<file path="config.mk">
export PLATFORM = sky130hd
export DESIGN_NAME = s2dc_mac
export DESIGN_NICKNAME = d
export VERILOG_FILES = /design/src/rtl/core/s2dc_pkg.sv /design/src/rtl/core/s2dc_mac.sv
export SDC_FILE = /design/constraint.sdc
export NUM_CORES = 1
export LEC_CHECK = 0
export ABC_AREA = 1
export BUFFER_PORTS_ARGS = -buffer_cell sky130_fd_sc_hd__buf_4
export CORE_MARGIN = 3
export CORE_UTILIZATION = 45
export DETAILED_ROUTE_END_ITERATION = 7
export PLACE_DENSITY_LB_ADDON = 0.25
export SLEW_MARGIN = 20
export SYNTH_ARGS = -nofsm -noshare
export SYNTH_HDL_FRONTEND = slang
export SYNTH_SLANG_ARGS = --single-unit
</file>
<file path="constraint.sdc">
create_clock -name clk_i -period 1.9 [get_ports clk_i]
set_input_delay 0.38 -clock clk_i [delete_from_list [all_inputs] [get_ports clk_i]]
set_output_delay 0.38 -clock clk_i [all_outputs]
set_load 0.01 [all_outputs]
</file>
<file path="src/rtl/core/s2dc_pkg.sv">
// Shared types and constants for the stride-2 convolution core.
package s2dc_pkg;

  localparam int unsigned MaxWidthDef    = 256;
  localparam int unsigned MaxHeightDef   = 256;
  localparam int unsigned MaxChannelsDef = 1024;
  localparam int unsigned MaxKernelDef   = 7;

  localparam int unsigned AccDepth = 16384;
  localparam int unsigned AccAw    = 14;
  localparam int unsigned CfgAw    = 3;
  localparam int unsigned CfgDw    = 11;

  localparam logic signed [47:0] AccMax = 48'sh7FFF_FFFF_FFFF;
  localparam logic signed [47:0] AccMin = 48'sh8000_0000_0000;

  typedef enum logic [1:0] {
    ModeWeight  = 2'd0,
    ModePreload = 2'd1,
    ModePixel   = 2'd2,
    ModeNone    = 2'd3
  } mode_e;

  typedef enum logic [CfgAw-1:0] {
    RegKsel   = 3'd0,
    RegInW    = 3'd1,
    RegInH    = 3'd2,
    RegOutW   = 3'd3,
    RegOutH   = 3'd4,
    RegInCh   = 3'd5
  } reg_e;

  typedef struct packed {
    logic [1:0]         mode;
    logic [5:0]         tap_index;
    logic [13:0]        target_index;
    logic signed [15:0] sample;
    logic signed [47:0] preload_value;
  } in_word_t;

  typedef struct packed {
    logic [13:0]        result_index;
    logic signed [47:0] result_value;
    logic               last;
  } out_word_t;

  // MAC unit control from the sequencer
  typedef struct packed {
    logic clear;
    logic step;
  } mac_ctl_t;

  function automatic logic [2:0] ksize(input logic [1:0] sel);
    case (sel)
      2'd0:    ksize = 3'd2;
      2'd1:    ksize = 3'd3;
      2'd2:    ksize = 3'd5;
      default: ksize = 3'd7;
    endcase
  endfunction

endpackage

</file>
<file path="src/rtl/core/s2dc_mac.sv">
// Shared 16x16 multiply-accumulate unit with registered product.
module s2dc_mac (
  input  logic                    clk_i,
  input  logic                    rst_ni,
  input  s2dc_pkg::mac_ctl_t      ctl_i,
  input  logic signed [15:0]      a_i,
  input  logic signed [15:0]      b_i,
  output logic signed [37:0]      dot_o
);
  import s2dc_pkg::*;

  logic signed [31:0] prod_q, prod_d;
  logic               pv_q, pv_d;
  logic signed [37:0] dot_q, dot_d;

  always_comb begin
    prod_d = a_i * b_i;
    pv_d   = ctl_i.step;
    dot_d  = dot_q;
    if (pv_q) begin
      dot_d = dot_q + 38'(prod_q);
    end
    if (ctl_i.clear) begin
      dot_d = '0;
    end
  end

  always_ff @(posedge clk_i or negedge rst_ni) begin
    if (!rst_ni) begin
      pv_q <= 1'b0;
    end else begin
      pv_q <= pv_d;
    end
  end

  always_ff @(posedge clk_i) begin
    prod_q <= prod_d;
    dot_q  <= dot_d;
  end

  assign dot_o = dot_q;
endmodule

</file>
* Word-level counts from Yosys, hierarchy flattened
Index checks and enable logic that the tools add are counted.
** Storage, ports and cells
- Logic and storage cells :: 5
- Register bits after elaboration :: 71
- Output and inout bits :: 38
** Operators by class
- $add $sub $neg :: 1
- Multiply operators :: 1
** Operators with widths (number)
- $add A38 B32 Y38 :: 1
- $mul A16 B16 Y32 :: 1

* Depth between registers and ports, before layout
- Depth in word-level cells :: 1
- Depth in mapped cells :: 27
- Mapped depth without buffers :: 25

* Least setup slack after synthesis
OpenSTA, ideal clock, no wires.
- Kind :: input to register
- From :: input b_i[3]
- To :: register prod_q[31]
- Data arrival time :: 5.406 ns
- Setup slack :: -3.577 ns
- Library setup time :: 0.072 ns
- Data required time :: 1.828 ns
- Path buffers :: 2
- Cell stages on the path :: 20
- Path through :: clkbuf_1 clkbuf_1 nand2_1 inv_1 fa_1 fa_1 inv_1 fa_1 inv_1 fa_1 fa_1 fa_1 ha_1 nand2_1 nor2_1 inv_1 nor2_1 nand4_1 nand4_1 xor2_1
** On the way
- Cells in the longest elaborated chain, start to end :: 1
** RTL lines
- start, declared :: RTL line s2dc_mac.sv:7 : input logic signed [15:0] b_i,
- $mul A16 B16 Y32 :: RTL line s2dc_mac.sv:17 : prod_d = a_i * b_i;
- via prod_d[31] :: RTL line s2dc_mac.sv:12 : logic signed [31:0] prod_q, prod_d;
- end signal, assigned :: RTL line s2dc_mac.sv:37 : prod_q <= prod_d;
- end, declared :: RTL line s2dc_mac.sv:12
The timed path passes the listed nets, and every way through them passes these cells.
A chain may end at the register's enable or synchronous reset.

* Worst setup path in the final report
- From :: input a_i[15]
- To :: register prod_q[29]
** On the way
- Cells in the longest elaborated chain, start to end :: 1
** RTL lines
- start, declared :: RTL line s2dc_mac.sv:6 : input logic signed [15:0] a_i,
- $mul A16 B16 Y32 :: RTL line s2dc_mac.sv:17
- via prod_d[29] :: RTL line s2dc_mac.sv:12
The timed path passes the listed nets, and every way through them passes these cells.

==> flow_metrics.tcl <==
set metrics [dict create \
    route.detailed.drc 0 \
    synth_seq_cells 71 \
    dp.cells 2800 \
    cts_tree "done" \
    final_cell_mix "481 x inv_1, 366 x nand2_1, 332 x buf_4" \
    die_w_um 189 \
    path_clk_slew_ns 0.07 \
    synthTopCellsByArea "fa_1 35%, inv_1 13%, nand2_1 12%" \
    max-cap-violations 0 \
    cpPeakStageDelay_ns 0.63 \
    drt_first_iter_violations 897 \
    avgSynthCellArea_sq_um 7.30 \
    grt_pass1_vias 14907 \
    clock-sinks 71 \
    drtAntennaViolNets 0 \
    worst_pin_slew_ns 0.714 \
    final_cell_area_sq_um 22100 \
    root_buffer "clkbuf_16" \
    io_buffers 73 \
    wire_per_inst_um 16.2 \
    viasPerCell 4.99 \
    report.final.slew_viol_count 0 \
    synth.net_count 2483 \
    cts_made_buffers 9 \
    fmax_mhz 197 \
    ios 74 \
    dr.pass1.iters 6 \
    status "complete, but fails checks" \
    antenna_found_initial 0 \
    finalNonFillerCells 2876 \
    critical_path_class "input port to flop" \
    antennaDiodeCount 0 \
    gr-total-overflow 0 \
    worst-path-max-fanout 8 \
    synth_area_sq_um 15100 \
    hold_violations 0 \
    yosysSeqAreaShare_pct 9.46 \
    r2r_slack_ns -0.13 \
    die_area_sq_um 35700 \
    final_layout_size_suffix_gt1_share_pct 39.4 \
    n_fill_cell 2590 \
    fin_tns_setup_ns -74.61 \
    crit_family "adder cells" \
    yosysTopAreaCellShare_pct 34.9 \
    start_util_pct 46.0 \
    totalWireLength_mm 46.5 \
    grt_max_degree 39 \
    dr_total_vias 14337 \
    clk_latency_ns 0.35 \
    crit_buf_inv 6 \
    slew_headroom_pct 52.4 \
    die-height_um 189 \
    grt_pass1_wl_mm 73.8 \
    nets 2847 \
    fp.coreArea_sq_um 32800 \
    critical_path.cell_chain "buf_12 > nand2_8 > inv_6 > fa_2 > buf_4 > buf_6 > fa_1 > fa_1 > fa_2 > fa_1 > inv_1 > fa_1 > inv_1 > ha_4 > nand4_1 > nor3_4 > nand4_1 > nand3_2 > nand2_2 > nand3_2 > xor2_1" \
    globalRouteTotalUtil_pct 25.6 \
    ys_warn_count 0 \
    htreeDepth 3 \
    hpwlAfterDp_mm 36.9 \
    dpl-instance-area_sq_um 18700 \
    synthCells 2065 \
    final_common_cell "inv_1" \
    rsz0062_at_grt "yes" \
    gp_congestion 0.977 \
    crit_path_start_kind "input port" \
    finClkSkew_ns 0.0130 \
    synth_cell_types 42 \
    yosys.area.top_type "fa_1" \
    fin_crit_ns 5.07 \
    worst_slack_ns -3.17 \
    finalCritPeriodShare_pct 267 \
    whs_ns 0.140 \
    holdCritPathClass "input port to flop" \
    critPathCaptureType "flop" \
    clockBufferDepth 2 \
    critPathRequiredTime_ns 2.17 \
    crit_slowest_cell "fa_2" \
    cp.arrival_ns 5.34 \
    areaGrowthSynthToFinish_pct 46.9 \
    cpMostUsedCell "fa_1" \
    num_rows 66 \
    failed_checks "negative setup slack" \
    setup_viol 48 \
]
## state kept, by name, indices dropped and copies added, names as in the netlist
register  cells
pv_q          1
prod_q       32
dot_o        38
## Yosys cell counts
cell type	number
a21boi_2	2
nand2b_1	1
nand2_1	479
o21bai_1	14
o21a_1	1
a211oi_1	1
nand3_2	1
a21o_1	12
o21ai_2	1
nor4_1	2
nor2_4	1
buf_1	1
o21bai_2	2
dfxtp_1	70
a31oi_1	4
fa_1	263
o221ai_1	1
nand3_1	57
a21boi_0	2
nand2_2	9
or2_1	3
a21oi_2	7
nor3_1	4
o21ai_0	46
clkbuf_1	68
xor2_1	35
xnor2_1	19
nor3_2	3
nor2_2	3
o211ai_1	1
dfrtp_1	1
inv_2	3
nor2_1	185
and2_1	2
inv_1	540
o21ai_1	9
ha_1	119
buf_2	1
a21oi_1	69
o2111ai_1	1
nand4_1	19
or2_2	3
## routing by layer
| metal | wire [um] | track usage, % | share of wire [%] |
|---|---|---|---|
| met2 | 22900 | 44.3 | 49 |
| met5 | 0 | 0 | 0 |
| met4 | 1420 | 5.96 | 3.1 |
| met3 | 2650 | 2.52 | 5.7 |
| met1 | 19500 | 35.0 | 42 |
## final timing paths
kind,end,from,depth (start not counted)
setup / recovery,prod_q[29]$_DFF_P_,a_i[15],21
hold / removal,pv_q$_DFF_PN0_,ctl_i[0],1
setup reg to reg,dot_o[24]$_SDFFE_PP0P_,dot_o[0]$_SDFFE_PP0P_,13
hold reg to reg,dot_o[37]$_SDFFE_PP0P_,dot_o[37]$_SDFFE_PP0P_,2
max in group asynchronous,pv_q$_DFF_PN0_,rst_ni,2
min in group asynchronous,pv_q$_DFF_PN0_,rst_ni,2
## per-stage QoR
stage / setup slack (ns) / utilization, %
finish: -3.17 / 67.6
global route: -3.35 / 67.6
CTS: -3.13 / 63.1
detailed placement: -3.79 / 57.0
global placement: -3.73 / 57.0
floorplan: -3.20 / -
## layout make-up
cell class	count	area [sq um]	area share, %
Multi-Input combinational cell	1381	14100	63.6
Timing Repair Buffer	423	3690	16.7
Inverter	543	2050	9.26
Sequential cell	71	1480	6.68
Tap cell	442	553	2.50
Clock buffer	9	225	1.02
Clock inverter	7	63.8	0.288
## what timing repair did
item / CTS / global route
pin swaps: 136 / 177
endpoints found under the hold margin: 1 / 0
setup buffers: 37 / 28
gates resized for setup: 345 / 328
endpoints found under the setup margin: 58 / 59
hold buffers: 1 / 0
## kinds of logic (layout without fill, tap and decap cells)
logic type / after synthesis / count (layout) / share of synthesized area (%)
AND/OR/NAND/NOR: 772 / 772 / 20.6
buffers and inverters: 613 / 982 / 15.3
adder cells (fa/ha/maj): 382 / 382 / 44.8
AO/OA/AOI/OAI: 173 / 173 / 6.70
flip-flops: 71 / 71 / 9.46
XOR/XNOR: 54 / 54 / 3.14
Power is left out: the tool's default activity adds up to more than one toggle a clock period on the data nets, which glitch-free logic cannot reach.
